--- src/hdl/fan_pwm_threshold_calibrator_macros.svh ---
// Assertion macros shared by the fan calibrator RTL.
// Depends on nothing; each macro expects aclk and aresetn in scope.
`ifndef FAN_PWM_THRESHOLD_CALIBRATOR_MACROS_SVH
`define FAN_PWM_THRESHOLD_CALIBRATOR_MACROS_SVH

// Same-cycle implication, checked out of reset.
`define FPC_ASSERT_NOW(label, ante, cons, msg) \
    label: assert property (@(posedge aclk) disable iff (!aresetn) (ante) |-> (cons)) \
        else $error(msg);

// Next-cycle implication, checked out of reset.
`define FPC_ASSERT_NEXT(label, ante, cons, msg) \
    label: assert property (@(posedge aclk) disable iff (!aresetn) (ante) |=> (cons)) \
        else $error(msg);

`endif

--- src/hdl/fpc_pkg.sv ---
// Package for the fan PWM threshold calibrator: codes, widths and the coarse step.
// Depends on nothing; imported by the top level.
`timescale 1ns / 1ps

package fpc_pkg;

    localparam int DUTY_W  = 8;
    localparam int RPM_W   = 16;
    localparam int COUNT_W = 4;
    localparam int FUNC_W  = 2;
    localparam int OUT_W   = 40;

    localparam logic [DUTY_W-1:0] DUTY_FULL   = 8'd255;
    localparam logic [DUTY_W-1:0] STOP_MARGIN = 8'd5;

    // Configuration register indexes.
    localparam logic REG_ZERO_LIMIT = 1'b0;
    localparam logic REG_INIT_MIN   = 1'b1;

    // Command codes carried on the input selector.
    typedef enum logic [FUNC_W-1:0] {
        FUNC_TICK  = 2'd0,
        FUNC_START = 2'd1,
        FUNC_ABORT = 2'd2,
        FUNC_NONE  = 2'd3
    } func_t;

    // Sequencer phase, also reported as status.
    typedef enum logic [2:0] {
        PH_IDLE   = 3'd0,
        PH_STOP   = 3'd1,
        PH_START  = 3'd2,
        PH_FINE   = 3'd3,
        PH_DONE   = 3'd4,
        PH_CANCEL = 3'd5,
        PH_ERROR  = 3'd6
    } phase_t;

    // Wait class for the next measurement.
    typedef enum logic [1:0] {
        WAIT_NONE  = 2'd0,
        WAIT_SHORT = 2'd1,
        WAIT_LONG  = 2'd2
    } wait_t;

    // Coarse step down: min(floor(19p/20), p-5), floored at zero.
    // floor(19p/20) = p - ceil(p/20), and ceil(p/20) = floor((p+19)/20),
    // taken as a reciprocal multiply that is exact for p+19 below 275.
    function automatic logic [DUTY_W-1:0] coarse_step(input logic [DUTY_W-1:0] p);
        logic [8:0]        biased;
        logic [20:0]       prod;
        logic [3:0]        ceil20;
        logic [3:0]        dec;
        begin
            biased = {1'b0, p} + 9'd19;
            prod   = 21'(biased) * 21'd3277;
            ceil20 = prod[19:16];
            dec    = (ceil20 > 4'd5) ? ceil20 : 4'd5;
            if (p < STOP_MARGIN) begin
                coarse_step = '0;
            end else begin
                coarse_step = p - {4'd0, dec};
            end
        end
    endfunction

endpackage

--- src/hdl/fan_pwm_threshold_calibrator.sv ---
// Top level of the fan PWM threshold calibrator: input register, sequencer, result register.
// Depends on fpc_pkg and fan_pwm_threshold_calibrator_macros.svh.
`timescale 1ns / 1ps

// Fan self-calibration sequencer. Each accepted item (start, abort, no command
// or a measurement tick with the tachometer rpm) yields exactly one result item:
// the item is held in the input register while the step logic works out the
// result, which is loaded into the result register once that register is free or
// being drained. A new item may be accepted in every cycle; throughput is one
// item per clock, limited only by back-pressure on the result channel. Registers
// must be written through the cfg port only while idle, which the block itself
// does not enforce; they take effect for the next item.

`include "fan_pwm_threshold_calibrator_macros.svh"

module fan_pwm_threshold_calibrator
    import fpc_pkg::*;
(
    input  logic              aclk,
    input  logic              aresetn,
    // Configuration write channel
    input  logic              cfg_valid,
    output logic              cfg_ready,
    input  logic              cfg_index,
    input  logic [7:0]        cfg_data,
    // Input items
    input  logic              s_tvalid,
    output logic              s_tready,
    input  logic [RPM_W-1:0]  s_tdata,   // [15:0] rpm
    input  logic [FUNC_W-1:0] s_tuser,   // [1:0] func
    // Result items
    output logic              m_tvalid,
    input  logic              m_tready,
    output logic [OUT_W-1:0]  m_tdata    // [7:0] duty, [8] manual_mode, [11:9] status,
                                         // [19:12] start_duty, [27:20] stop_duty,
                                         // [35:28] min_duty, [36] never_stops,
                                         // [38:37] next_wait, [39] zero
);

    // Configuration registers
    logic [COUNT_W-1:0] zero_limit_reg;
    logic [DUTY_W-1:0]  init_min_reg;

    // Input register
    logic               in_valid_reg;
    logic [FUNC_W-1:0]  in_func_reg;
    logic [RPM_W-1:0]   in_rpm_reg;

    // Sequencer state
    phase_t             phase_reg,  phase_next;
    logic [DUTY_W-1:0]  duty_reg,   duty_next;
    logic [COUNT_W-1:0] zcount_reg, zcount_next;
    logic [DUTY_W-1:0]  start_reg,  start_next;
    logic [DUTY_W-1:0]  stop_reg,   stop_next;
    logic [DUTY_W-1:0]  min_reg,    min_next;
    logic               manual_reg, manual_next;
    logic               never_next;
    wait_t              wait_next;

    // Result register
    logic               out_valid_reg;
    logic [OUT_W-1:0]   out_data_reg;

    logic               advance;
    logic [DUTY_W-1:0]  duty_cand;
    logic               duty_write;
    logic [DUTY_W:0]    duty_plus2;
    logic [DUTY_W:0]    duty_plus5;

    // The step moves on when the result register is free or being drained.
    assign advance   = in_valid_reg && (!out_valid_reg || m_tready);
    assign s_tready  = !in_valid_reg || advance;
    assign cfg_ready = 1'b1;
    assign m_tvalid  = out_valid_reg;
    assign m_tdata   = out_data_reg;

    assign duty_plus2 = {1'b0, duty_reg} + 9'd2;
    assign duty_plus5 = {1'b0, duty_reg} + {1'b0, STOP_MARGIN};

    // Sequencer step for the item held in the input register.
    always_comb begin
        phase_next  = phase_reg;
        zcount_next = zcount_reg;
        start_next  = start_reg;
        stop_next   = stop_reg;
        min_next    = min_reg;
        never_next  = 1'b0;
        wait_next   = WAIT_NONE;
        duty_cand   = duty_reg;
        duty_write  = 1'b0;
        manual_next = manual_reg;

        case (func_t'(in_func_reg))
            FUNC_START: begin
                min_next   = init_min_reg;
                duty_cand  = DUTY_FULL;
                duty_write = 1'b1;
                phase_next = PH_STOP;
                wait_next  = WAIT_SHORT;
            end
            FUNC_ABORT: begin
                if (phase_reg == PH_STOP || phase_reg == PH_START || phase_reg == PH_FINE) begin
                    phase_next = PH_CANCEL;
                    duty_cand  = DUTY_FULL;
                    duty_write = 1'b1;
                end
            end
            FUNC_TICK: begin
                case (phase_reg)
                    PH_STOP: begin
                        if (in_rpm_reg != '0) begin
                            if (duty_reg == '0) begin
                                start_next = '0;
                                stop_next  = '0;
                                min_next   = '0;
                                duty_cand  = DUTY_FULL;
                                duty_write = 1'b1;
                                phase_next = PH_DONE;
                                never_next = 1'b1;
                            end else begin
                                duty_cand   = coarse_step(duty_reg);
                                duty_write  = 1'b1;
                                zcount_next = '0;
                                wait_next   = WAIT_SHORT;
                            end
                        end else begin
                            if (zcount_reg < zero_limit_reg) begin
                                zcount_next = zcount_reg + 4'd1;
                            end else begin
                                phase_next  = PH_START;
                                zcount_next = '0;
                            end
                            wait_next = WAIT_SHORT;
                        end
                    end
                    PH_START: begin
                        if (in_rpm_reg == '0) begin
                            if (duty_reg == DUTY_FULL) begin
                                phase_next  = PH_DONE;
                                zcount_next = '0;
                                stop_next   = DUTY_FULL;
                                start_next  = DUTY_FULL;
                            end else begin
                                duty_cand  = duty_plus2[DUTY_W] ? DUTY_FULL
                                                                : duty_plus2[DUTY_W-1:0];
                                duty_write = 1'b1;
                                wait_next  = WAIT_LONG;
                            end
                        end else begin
                            phase_next = PH_FINE;
                            start_next = duty_reg;
                            wait_next  = WAIT_LONG;
                        end
                    end
                    PH_FINE: begin
                        if (in_rpm_reg != '0) begin
                            duty_cand   = (duty_reg == '0) ? '0 : duty_reg - 8'd1;
                            duty_write  = 1'b1;
                            zcount_next = '0;
                            wait_next   = WAIT_LONG;
                        end else if (zcount_reg < zero_limit_reg) begin
                            zcount_next = zcount_reg + 4'd1;
                            wait_next   = WAIT_SHORT;
                        end else begin
                            phase_next  = PH_DONE;
                            zcount_next = '0;
                            stop_next   = duty_plus5[DUTY_W] ? DUTY_FULL
                                                             : duty_plus5[DUTY_W-1:0];
                            if (stop_next < min_reg) begin
                                min_next = stop_next;
                            end
                            duty_cand  = DUTY_FULL;
                            duty_write = 1'b1;
                        end
                    end
                    default: begin
                    end
                endcase
            end
            default: begin
            end
        endcase

        // A duty change hands control to manual mode; abort returns it to full speed.
        duty_next = duty_cand;
        if (duty_write && duty_cand != duty_reg) begin
            manual_next = 1'b1;
        end
        if (phase_next == PH_CANCEL && phase_reg != PH_CANCEL) begin
            manual_next = 1'b0;
        end
    end

    // Registers: configuration, input stage, sequencer state and result stage.
    always_ff @(posedge aclk) begin
        if (!aresetn) begin
            zero_limit_reg <= 4'd10;
            init_min_reg   <= DUTY_FULL;
            in_valid_reg   <= 1'b0;
            out_valid_reg  <= 1'b0;
            phase_reg      <= PH_IDLE;
            duty_reg       <= '0;
            zcount_reg     <= '0;
            start_reg      <= DUTY_FULL;
            stop_reg       <= DUTY_FULL;
            min_reg        <= DUTY_FULL;
            manual_reg     <= 1'b0;
        end else begin
            if (cfg_valid && cfg_ready) begin
                if (cfg_index == REG_ZERO_LIMIT) begin
                    zero_limit_reg <= cfg_data[COUNT_W-1:0];
                end else begin
                    init_min_reg <= cfg_data;
                end
            end

            if (s_tready) begin
                in_valid_reg <= s_tvalid;
            end
            if (s_tvalid && s_tready) begin
                in_func_reg <= s_tuser;
                in_rpm_reg  <= s_tdata;
            end

            if (advance) begin
                phase_reg     <= phase_next;
                duty_reg      <= duty_next;
                zcount_reg    <= zcount_next;
                start_reg     <= start_next;
                stop_reg      <= stop_next;
                min_reg       <= min_next;
                manual_reg    <= manual_next;
                out_valid_reg <= 1'b1;
                out_data_reg  <= {1'b0, wait_next, never_next, min_next, stop_next,
                                  start_next, phase_next, manual_next, duty_next};
            end else if (m_tready) begin
                out_valid_reg <= 1'b0;
            end
        end
    end

    // A result of the never-stops tick finishes the test and asks for no further tick.
    `FPC_ASSERT_NOW(a_never_done, m_tvalid && m_tdata[36],
                    m_tdata[11:9] == PH_DONE && m_tdata[38:37] == WAIT_NONE,
                    "never_stops result without finished status")

    // A long wait is only asked for during the start or fine search.
    `FPC_ASSERT_NOW(a_long_wait, m_tvalid && m_tdata[38:37] == WAIT_LONG,
                    m_tdata[11:9] == PH_START || m_tdata[11:9] == PH_FINE,
                    "long wait outside start or fine search")

    // A cancelled sequencer always reports full speed mode.
    `FPC_ASSERT_NOW(a_cancel_auto, m_tvalid && m_tdata[11:9] == PH_CANCEL,
                    !m_tdata[8] && m_tdata[7:0] == DUTY_FULL,
                    "cancelled result not at full speed")

    // State only moves when an item is stepped.
    `FPC_ASSERT_NEXT(a_state_hold, !advance,
                     $stable(phase_reg) && $stable(duty_reg) && $stable(zcount_reg),
                     "sequencer state changed without an item")

    // A new result appears only after an item sat in the input register.
    `FPC_ASSERT_NEXT(a_result_src, !out_valid_reg && !in_valid_reg, !out_valid_reg,
                     "result produced without an item")

endmodule

--- config.mk ---
export PLATFORM = sky130hd
export DESIGN_NAME = fan_pwm_threshold_calibrator
export DESIGN_NICKNAME = d
export VERILOG_FILES = /design/src/hdl/fpc_pkg.sv /design/src/hdl/fan_pwm_threshold_calibrator.sv
export VERILOG_INCLUDE_DIRS = /design/src /design/src/hdl
export SDC_FILE = /design/constraint.sdc
export NUM_CORES = 1
export LEC_CHECK = 0
export ABC_AREA = 1
export BUFFER_PORTS_ARGS = -buffer_cell sky130_fd_sc_hd__buf_2
export CAP_MARGIN = 20
export CELL_PAD_IN_SITES_DETAIL_PLACEMENT = 1
export CELL_PAD_IN_SITES_GLOBAL_PLACEMENT = 1
export CORE_MARGIN = 4
export CORE_UTILIZATION = 45
export CTS_CLUSTER_DIAMETER = 80
export DETAILED_ROUTE_END_ITERATION = 8
export PLACE_DENSITY_LB_ADDON = 0.1
export SETUP_SLACK_MARGIN = 0.15
export SLEW_MARGIN = 40
export SYNTH_ARGS = -nofsm -noshare
export SYNTH_HDL_FRONTEND = slang
export SYNTH_SLANG_ARGS = --single-unit
--- constraint.sdc ---
create_clock -name aclk -period 19.45 [get_ports aclk]
set_input_delay 1.945 -clock aclk [delete_from_list [all_inputs] [get_ports aclk]]
set_output_delay 1.945 -clock aclk [all_outputs]
set_load 0.02 [all_outputs]
---- After elaboration in Yosys (flattened, before gate mapping) ----
Index checks and enable logic that the tools add are counted.
cells by class
  $mul .................................... 1
  eq/ne operators ......................... 12
  shift operators ......................... 0
  bitwise operators ....................... 1
  divide/modulo/power cells ............... 0
  $lt $le $gt $ge ......................... 4
  mux-type cells .......................... 73
  $add $sub $neg .......................... 6
  reductions and logical operators ........ 22
operators with widths
  cell                                                                          number
  8-bit 2-to-1 mux                                                              28
  8-bit case mux with 3 select lines                                            3
  8-bit case mux with 2 select lines                                            3
  4-bit 2-to-1 mux                                                              7
  3-bit 2-to-1 mux                                                              8
  9-bit by 12-bit multiplier with 20-bit output, second input constant          1
  3-bit case mux with 3 select lines                                            2
  16-bit logical NOT                                                            1
  16-bit nonzero test                                                           1
  1-bit 2-to-1 mux                                                              13
  4-bit case mux with 3 select lines                                            1
  8-bit by 2-bit adder with 9-bit output, second input constant                 1
  8-bit by 3-bit adder with 9-bit output, second input constant                 1
  8-bit by 5-bit adder with 9-bit output, second input constant                 1
  8-bit == test, second input constant                                          1
  8-bit logical NOT                                                             1
  8-bit by 3-bit less-than comparator with 1-bit output, second input constant  1
  8-bit less-than comparator                                                    1
  2-bit 2-to-1 mux                                                              4
  8-bit inequality test                                                         1
  2-bit AND reduction                                                           4
  8-bit by 1-bit subtractor with 8-bit output, second input constant            1
  8-bit by 4-bit subtractor with 8-bit output                                   1
  3-bit by 2-bit == test with 1-bit output, second input constant               2
  21 further kinds                                                              31
storage, ports and cells
  word-level logic and storage cells ...... 134
  memory bits (read-only) ................. 0
  flip-flop bits (word level) ............. 111
  memories ................................ 0
  RAM bits ................................ 0
  input bits .............................. 32
  output and inout port bits .............. 43
  bits in latches ......................... 0

---- Depth between registers and ports, before layout ----
Gate-level depths: netlist (run 1).
  depth in word-level cells ............... 14
  mapped depth ............................ 45
  mapped depth without buffers ............ 44

---- Worst setup path before layout (run 1) ----
No wires, ideal clock.
  path type ............................... register to register
  from .................................... register duty_reg[1]
  to ...................................... register out_data_reg[8], in the netlist m_tdata[8], data pin
  path slack .............................. 12.890 ns
  stages on the path, launching flop included .. 40
  arrival ................................. 6.310 ns
  path buffers ............................ 0
  clock period less this slack ............ 6.560 ns
  cells stage by stage .................... dfxtp_1 > inv_1 > ha_1 > a21o_2 > a21oi_2 > xor2_1 > ha_1 > inv_1 > fa_1 > inv_1 > fa_1 > fa_1 > ha_1 > a21oi_1 > inv_1 > nand3_1 > a21oi_1 > a2111oi_0 > [... 4 more ...] > nand2_1 > nand2_1 > ha_1 > inv_1 > fa_1 > or2_2 > nand3_1 > nand2_1 > nand2_1 > nand3_1 > nand3_1 > nand2_1 > inv_1 > nand2_1 > nor2_1 > nand4_1 > nand2_1 > inv_1
between the ends
  word-level cells in the longest chain between the ends .. 14
ends and longest elaborated chain
  element                                                   RTL line                             source
  start: declaration                                        fan_pwm_threshold_calibrator.sv:51   logic [DUTY_W-1:0] duty_reg, duty_next;
  start signal: assignment                                  fan_pwm_threshold_calibrator.sv:227  duty_reg <= duty_next;
  8-bit by 5-bit adder with 9-bit output                    fpc_pkg.sv:55                        biased = {1'b0, p} + 9'd19;
  9-bit by 12-bit multiplier with 20-bit output             fpc_pkg.sv:56                        prod = 21'(biased) * 21'd3277;
  4-bit by 3-bit greater-than comparator with 1-bit output  fpc_pkg.sv:58                        dec = (ceil20 > 4'd5) ? ceil20 : 4'd5;
  4-bit 2-to-1 mux                                          fpc_pkg.sv:58
  8-bit by 4-bit subtractor with 8-bit output               fpc_pkg.sv:62                        coarse_step = p - {4'd0, dec};
  8-bit 2-to-1 mux                                          fpc_pkg.sv:59                        if (p < STOP_MARGIN) begin
  8-bit 2-to-1 mux                                          fan_pwm_threshold_calibrator.sv:112  if (duty_reg == '0) begin
  8-bit 2-to-1 mux                                          fan_pwm_threshold_calibrator.sv:111  if (in_rpm_reg != '0) begin
  8-bit case mux with 3 select lines                        fan_pwm_threshold_calibrator.sv:109  case (phase_reg)
  8-bit case mux with 3 select lines                        fan_pwm_threshold_calibrator.sv:93   case (func_t'(in_func_reg))
  8-bit inequality test                                     fan_pwm_threshold_calibrator.sv:186  if (duty_write && duty_cand != duty_reg) begin
  1-bit logical AND                                         fan_pwm_threshold_calibrator.sv:186
  1-bit 2-to-1 mux                                          fan_pwm_threshold_calibrator.sv:186
  1-bit 2-to-1 mux *                                        fan_pwm_threshold_calibrator.sv:189  if (phase_next == PH_CANCEL && phase_reg != PH_CANCEL) begin
  via manual_next                                           fan_pwm_threshold_calibrator.sv:56   logic manual_reg, manual_next;
  end signal: assignment                                    fan_pwm_threshold_calibrator.sv:234  out_data_reg <= {1'b0, wait_next, never_next, min_next, stop_next,
  end: declaration                                          fan_pwm_threshold_calibrator.sv:62   logic [OUT_W-1:0] out_data_reg;
The timed path passes the listed nets; every way through them passes the cells marked *.
A chain may end at the register's enable or synchronous reset.

---- Worst setup path after layout (run 1) ----
Same ends and word-level chain as after synthesis.

==> run metrics, run 1 <==
Sink Count=between 100 and 150; final setup TNS=0 ns; Core Area=18100 um^2; Multi-input gate area=about 4700 um^2; I/O Pins=between 70 and 80; mean routed wirelength per cell=~18 um; internal power=0.478 mW; reg2reg path depth=40; hold_sp=stop_reg[1]; status=complete, no violations; critical path type=register to register; sw frac=between 40 and 50%; Unique masters post-synth=54; Critical path buffers and inverters=7; overall die area=a little over 20000 um^2; Worst path max stage delay=0.63 ns; Syn Area/Cell=7.57 um^2; dpl cells=1370; startpoint types=register; LEAKAGE=4.55 nW; mapped cell area=~8300 um^2; Synthesized Nets=1215; sequential power share=33.8%; endpoints failing hold=0; Hold WC Path Type=register to register; worst setup path end=m_tdata[8]; proportion of layout cells with a drive suffix above 1=13.0%; Logic pwr share=41.5%; fmax=0.128 GHz; CTS buffer count=9; GRT Overall Usage=between 20 and 25%; CTS tree=done; Root Buffer=clkbuf_16; Critical Path Start=duty_reg[1]; worst reg2reg path startpoint=duty_reg[1]; Layout area overhead=9.79%; vias in the first global route=7701; pwr/cell area=87.4 nW/um^2; EDFF count, synth=57; RD Place Congestion=approximately 0.92; Die W=approximately 140 um; final wirelength=24600 um; # diodes=0; drt pass-1 iters=5; ys flop type=edfxtp_1; crit path max-delay cell type=dfxtp_1; Starting DRT DRC Count=between 400 and 500; setup slack, reg-to-reg=between 10 and 15 ns; WP data required=19.57 ns; largest net degree at the start of global routing=40; drt via density=5.41; clock buffer depth=2; Tcrit/Tclk final=40.3%; max_cap viols=0; Worst Clk Skew=0.0141 ns; via count=7503; post-CTS sizing=0; clock transition at the registers of the reported paths=0.08 ns; worst slew pin tran=roughly 0.75 ns; IO Port Bufs=72; Antenna Nets Post-Route=0; Pins Over Slew Limit=0; htree depth=3; FF+latch count, synth=between 100 and 150; Post-Syn Instances=1098; first-pass GRT wire length=between 40000 and 50000 um; Async SR Flop Fraction=0%; max reg flops=39; # fillers=approximately 2.3k; Net Sw Power=~0.32 mW; setup repair bufs after CTS=0; Worst R2R End=m_tdata[8]; VDD IR max=roughly 0.051 mV; Initial Util=45.9%; post-synthesis sequential area ratio=between 30% and 40%; Clock Latency Late Sink=0.37 ns; dpl hpwl=19100 um; # nets final=1269; Critical Path Fanout Max=10; remaining routing DRC violations=0; Remaining Overflow, GRT=0; commonest non-fill, non-tap cell in the layout=nand2_1; WP depth=40; Post-CTS Hold Fix Bufs=0; Final Non-Filler Cells=between 1k and 1.5k; RSZ-0062 raised after global routing=false; sequential cell area=2790 um^2; family with the most delay on the worst path=adder cells; post-layout util=50.4%; Die Ht=about 140 um; Area after DPL=8810 um^2; clock power share=24.8%; Row Count=49; number of antenna violations at the first check in global routing=0; Critical Path Sink Type=register; minimum period implied by the final worst setup slack=7.84 ns; Ys Warns=0; Worst EP arrival=7.96 ns; Finish-stage setup viols=0; CP most frequent cell=nand2_1; Rel. slew slack=roughly half; design area=between 9000 and 10000 um^2; most frequent cells in the layout=260 x nand2_1, 164 x inv_1, 85 x nor2_1
==> Yosys cell counts, types with 6 or more instances <==
cell | n | area share [%]
a21oi_1 | 64 | 3.9
a22o_1 | 6 | 0.63
a31oi_1 | 11 | 0.83
buf_2 | 8 | 0.48
buf_4 | 9 | 0.81
clkbuf_1 | 13 | 0.59
dfxtp_1 | 54 | 13
edfxtp_1 | 57 | 21
fa_1 | 21 | 5.1
ha_1 | 64 | 9.6
inv_1 | 165 | 7.5
nand2_1 | 260 | 12
nand2_2 | 13 | 0.98
nand3_1 | 83 | 5.0
nand4_1 | 10 | 0.75
nor2_1 | 86 | 3.9
nor2_2 | 6 | 0.45
nor3_1 | 9 | 0.54
o211ai_1 | 6 | 0.54
o21ai_0 | 57 | 3.4
o21ai_1 | 7 | 0.42
o22ai_1 | 6 | 0.45
xor2_1 | 17 | 1.8
==> how the worst min path moves through the flow <==
stage	to	slack, ns	cells after the start
final	stop_reg[1]	0.48	2
after global routing	stop_reg[0]	0.50	2
after CTS	stop_reg[1]	0.48	2
after detailed placement	init_min_reg[7]	0.46	2
after global placement	stop_reg[1]	0.45	2
after floorplan	zero_limit_reg[2]	0.43	2
==> power by group through the flow <==
stage	sequential, mW	combinational, mW	clock [mW]
6_report	0.269	0.331	0.197
3_3_place_gp	0.274	0.323	0
4_1_cts	0.269	0.333	0.201
2_1_floorplan	0.272	0.244	0
3_5_place_dp	0.275	0.330	0
5_1_grt	0.271	0.384	0.212
==> area by class of cell <==
| class | count | share of cell area, % |
|---|---|---|
| Inverter | 176 | 7.30 |
| Timing Repair Buffer | 77 | 4.36 |
| Multi-Input combinational cell | 777 | 51.1 |
| Sequential cell | 111 | 30.6 |
| Clock buffer | 10 | 2.74 |
| Tap cell | 229 | 3.14 |
| Clock inverter | 6 | 0.713 |
==> metrics by stage <==
step	total power, mW	hold WS [ns]	setup slack, ns
final	0.797	0.479	11.61
after global routing	0.867	0.504	11.02
after CTS	0.804	0.484	11.65
after detailed placement	0.605	0.462	11.68
after global placement	0.597	0.449	11.84
after floorplan	0.517	0.435	12.89
==> routing by layer <==
layer | global-route usage (%) | vias to the layer above | part of all wire (%)
met5 | 0 | - | 0
met4 | 4.46 | 0 | 1.2
met3 | 3.33 | 26 | 3.8
met2 | 41.3 | 173 | 47
met1 | 34.2 | 3618 | 48
li1 | - | 3686 | -
==> worst register-to-register path: cells and delay by family, from the launching register on <==
family          cells  cell delay [ns]
xor+xnor            1             0.39
simple gates       18             1.50
compound gates      6             1.31
flops               1             0.63
buf+inv             7             0.80
fa+ha+maj           8             2.98
==> cell families after synthesis <==
kind of cell	after synthesis	share of synthesized area [%]
buffers and inverters	210	10.3
DFF	111	33.6
other	2	0.0904
and+or+nand+nor	495	26.9
AOI/OAI and AO/OA	174	12.2
adders and majority gates	85	14.7
xor gates and xnor gates	21	2.21
Power figures use the tool's default switching activity.
==> run 2: changes to the inputs <==
Clock period 19.45 ns to 7.7 ns, I/O delays scaled along.
==> run 2 against run 1 <==
Against the previous run:
- via count rose by 1.1%
- fmax rose by 10%
- clock power up 150%
- register-to-register slack worse by 11 ns
- sequential share of layout area down 0.12 points
- hold slack worse by 0.0084 ns
- sequential power rose to 2.5 times the previous value
- critical endpoint unchanged
- first-iteration DRC count decreased by 11%
- highest routed layer unchanged
==> run metrics, run 2 (synthesis results as in run 1) <==
Pins Over Slew Limit=0 (unchanged); fmax=0.141 GHz (was 0.128 GHz); dpl hpwl=19000 um (was 19100 um); # fillers=2322 (was 2341); status=complete, no violations (unchanged); final setup TNS=0 ns (unchanged); Rel. slew slack=53.9% (was 49.6%); max_cap viols=0 (unchanged); largest net degree at the start of global routing=40 (unchanged); Worst EP arrival=7.24 ns (was 7.96 ns); LEAKAGE=4.57 nW (was 4.55 nW); IO Port Bufs=72 (unchanged); GRT busiest layer=met2 (unchanged); vias in the first global route=7654 (was 7701); overall die area=20700 um^2 (unchanged); via count=7582 (was 7503); sequential cell area=2800 um^2 (was 2790 um^2); CTS tree=done (unchanged); Hold WC Path Type=register to register (unchanged); Layout area overhead=10.5% (was 9.79%); Starting DRT DRC Count=391 (was 440); Critical Path Fanout Max=9 (was 10); clock transition at the registers of the reported paths=0.09 ns (was 0.08 ns); pwr/cell area=219 nW/um^2 (was 87.4 nW/um^2); RSZ-0062 raised after global routing=false (unchanged); crit path max-delay cell type=fa_1 (was dfxtp_1); most frequent cells in the layout=260 x nand2_1, 163 x inv_1, 85 x nor2_1 (was 260 x nand2_1, 164 x inv_1, 85 x nor2_1); Antenna Nets Post-Route=0 (unchanged); htree depth=3 (unchanged); RD Place Congestion=0.892 (was 0.923); Clock Latency Late Sink=0.37 ns (about the same); Core Area=18100 um^2 (unchanged); setup slack, reg-to-reg=0.59 ns (was 11.61 ns); Initial Util=45.9% (unchanged); drt pass-1 iters=5 (unchanged); Area after DPL=8840 um^2 (was 8810 um^2); VDD IR max=0.106 mV (was 0.0507 mV); Root Buffer=clkbuf_16 (unchanged); clock buffer depth=2 (unchanged); Worst path max stage delay=0.59 ns (was 0.63 ns); routing usage on met3=3.46% (was 3.33%); met1 usage=34.8% (was 34.2%); GR Util met2=40.5% (was 41.3%); Sink Count=111 (unchanged); endpoints failing hold=0 (unchanged); max reg flops=39 (unchanged); Remaining Overflow, GRT=0 (unchanged); # diodes=0 (unchanged); design area=9180 um^2 (was 9120 um^2); Die Ht=144 um (unchanged); WP data required=7.84 ns (was 19.57 ns); proportion of layout cells with a drive suffix above 1=13.8% (was 13.0%); worst slew pin tran=0.689 ns (was 0.755 ns); minimum period implied by the final worst setup slack=7.11 ns (was 7.84 ns); mean routed wirelength per cell=17.9 um (was 17.8 um); CTS buffer count=9 (unchanged); GRT Overall Usage=24.7% (was 24.5%); Critical Path Sink Type=register (unchanged); hold depth=2 (unchanged); Tcrit/Tclk final=92.3% (was 40.3%); Row Count=49 (unchanged); CP most frequent cell=nand2_1 (unchanged); reg2reg path depth=39 (was 40); Multi-input gate area=4670 um^2 (was 4660 um^2); # nets final=1275 (was 1269); first-pass GRT wire length=40300 um (about the same); final wirelength=25000 um (was 24600 um); Worst Clk Skew=0.0132 ns (was 0.0141 ns); remaining routing DRC violations=0 (unchanged); number of antenna violations at the first check in global routing=1 (was 0); drt via density=5.45 (was 5.41); startpoint types=register (unchanged); Finish-stage setup viols=0 (unchanged); Die W=144 um (unchanged); I/O Pins=75 (unchanged); commonest non-fill, non-tap cell in the layout=nand2_1 (unchanged); critical path type=register to register (unchanged)
-- run 2: cell count changes in the layout (fill, tap and decap cells not counted), moves of 2 or more --
cell / previous run / this run
buf_4: 5 / 11
dfxtp_1: 54 / 51
clkinv_8: 0 / 2
dfxtp_2: 0 / 2
-- run 2: area by class of cell --
class                   instances  area share (%)
repair buffers                 83            4.83
clock buffers                   9            2.45
inverters                     176            7.29
flip-flops and latches        111            30.5
clock inverters                 7           0.886
multi-input cells             777            50.9
well taps                     229            3.12
-- run 2: path summary, 6_finish.rpt --
path | end | start
min | zero_limit_reg[2] | zero_limit_reg[2]
max | m_tdata[8] | duty_reg[1]
max reg2reg | m_tdata[8] | duty_reg[1]
min reg2reg | zero_limit_reg[2] | zero_limit_reg[2]
-- run 2: per-stage QoR --
step,setup WS [ns],cells,util [%],hold WS [ns],power (mW)
after CTS,0.197,1390,50.6,0.480,2.02
after global placement,0.570,1374,48.9,0.450,1.50
after global routing,0.171,1392,50.7,0.511,2.17
after floorplan,1.14,1098,-,0.435,1.30
final,0.593,1392,50.7,0.470,2.01
after detailed placement,0.234,1374,48.9,0.461,1.53
-- run 2: metal layers --
metal / wire length (um) / vias to the layer above
met5: 0 / -
met4: 416 / 0
met3: 1140 / 34
met2: 11800 / 181
met1: 11600 / 3671
li1: - / 3696
-- run 2: timing repair --
action                     CTS  global route
setup endpoints to repair    0             8
setup buffers                0             2
hold buffers                 0             0
gates resized for setup      0             7
-- run 2: where the power goes --
part	total, mW	switching, mW	internal (mW)
Clock	0.492	0.258	0.234
Sequential	0.676	0.0226	0.653
Combinational	0.843	0.538	0.305
Total	2.01	0.818	1.19
-- run 2: worst max-delay path, delay by kind of cell (launching register included) --
| kind | cells | cell delay (ns) |
|---|---|---|
| fa+ha+maj | 8 | 2.99 |
| simple gates | 21 | 2.28 |
| compound gates | 3 | 0.63 |
| flops | 1 | 0.42 |
| buf+inv | 6 | 0.40 |
| xor+xnor | 1 | 0.17 |
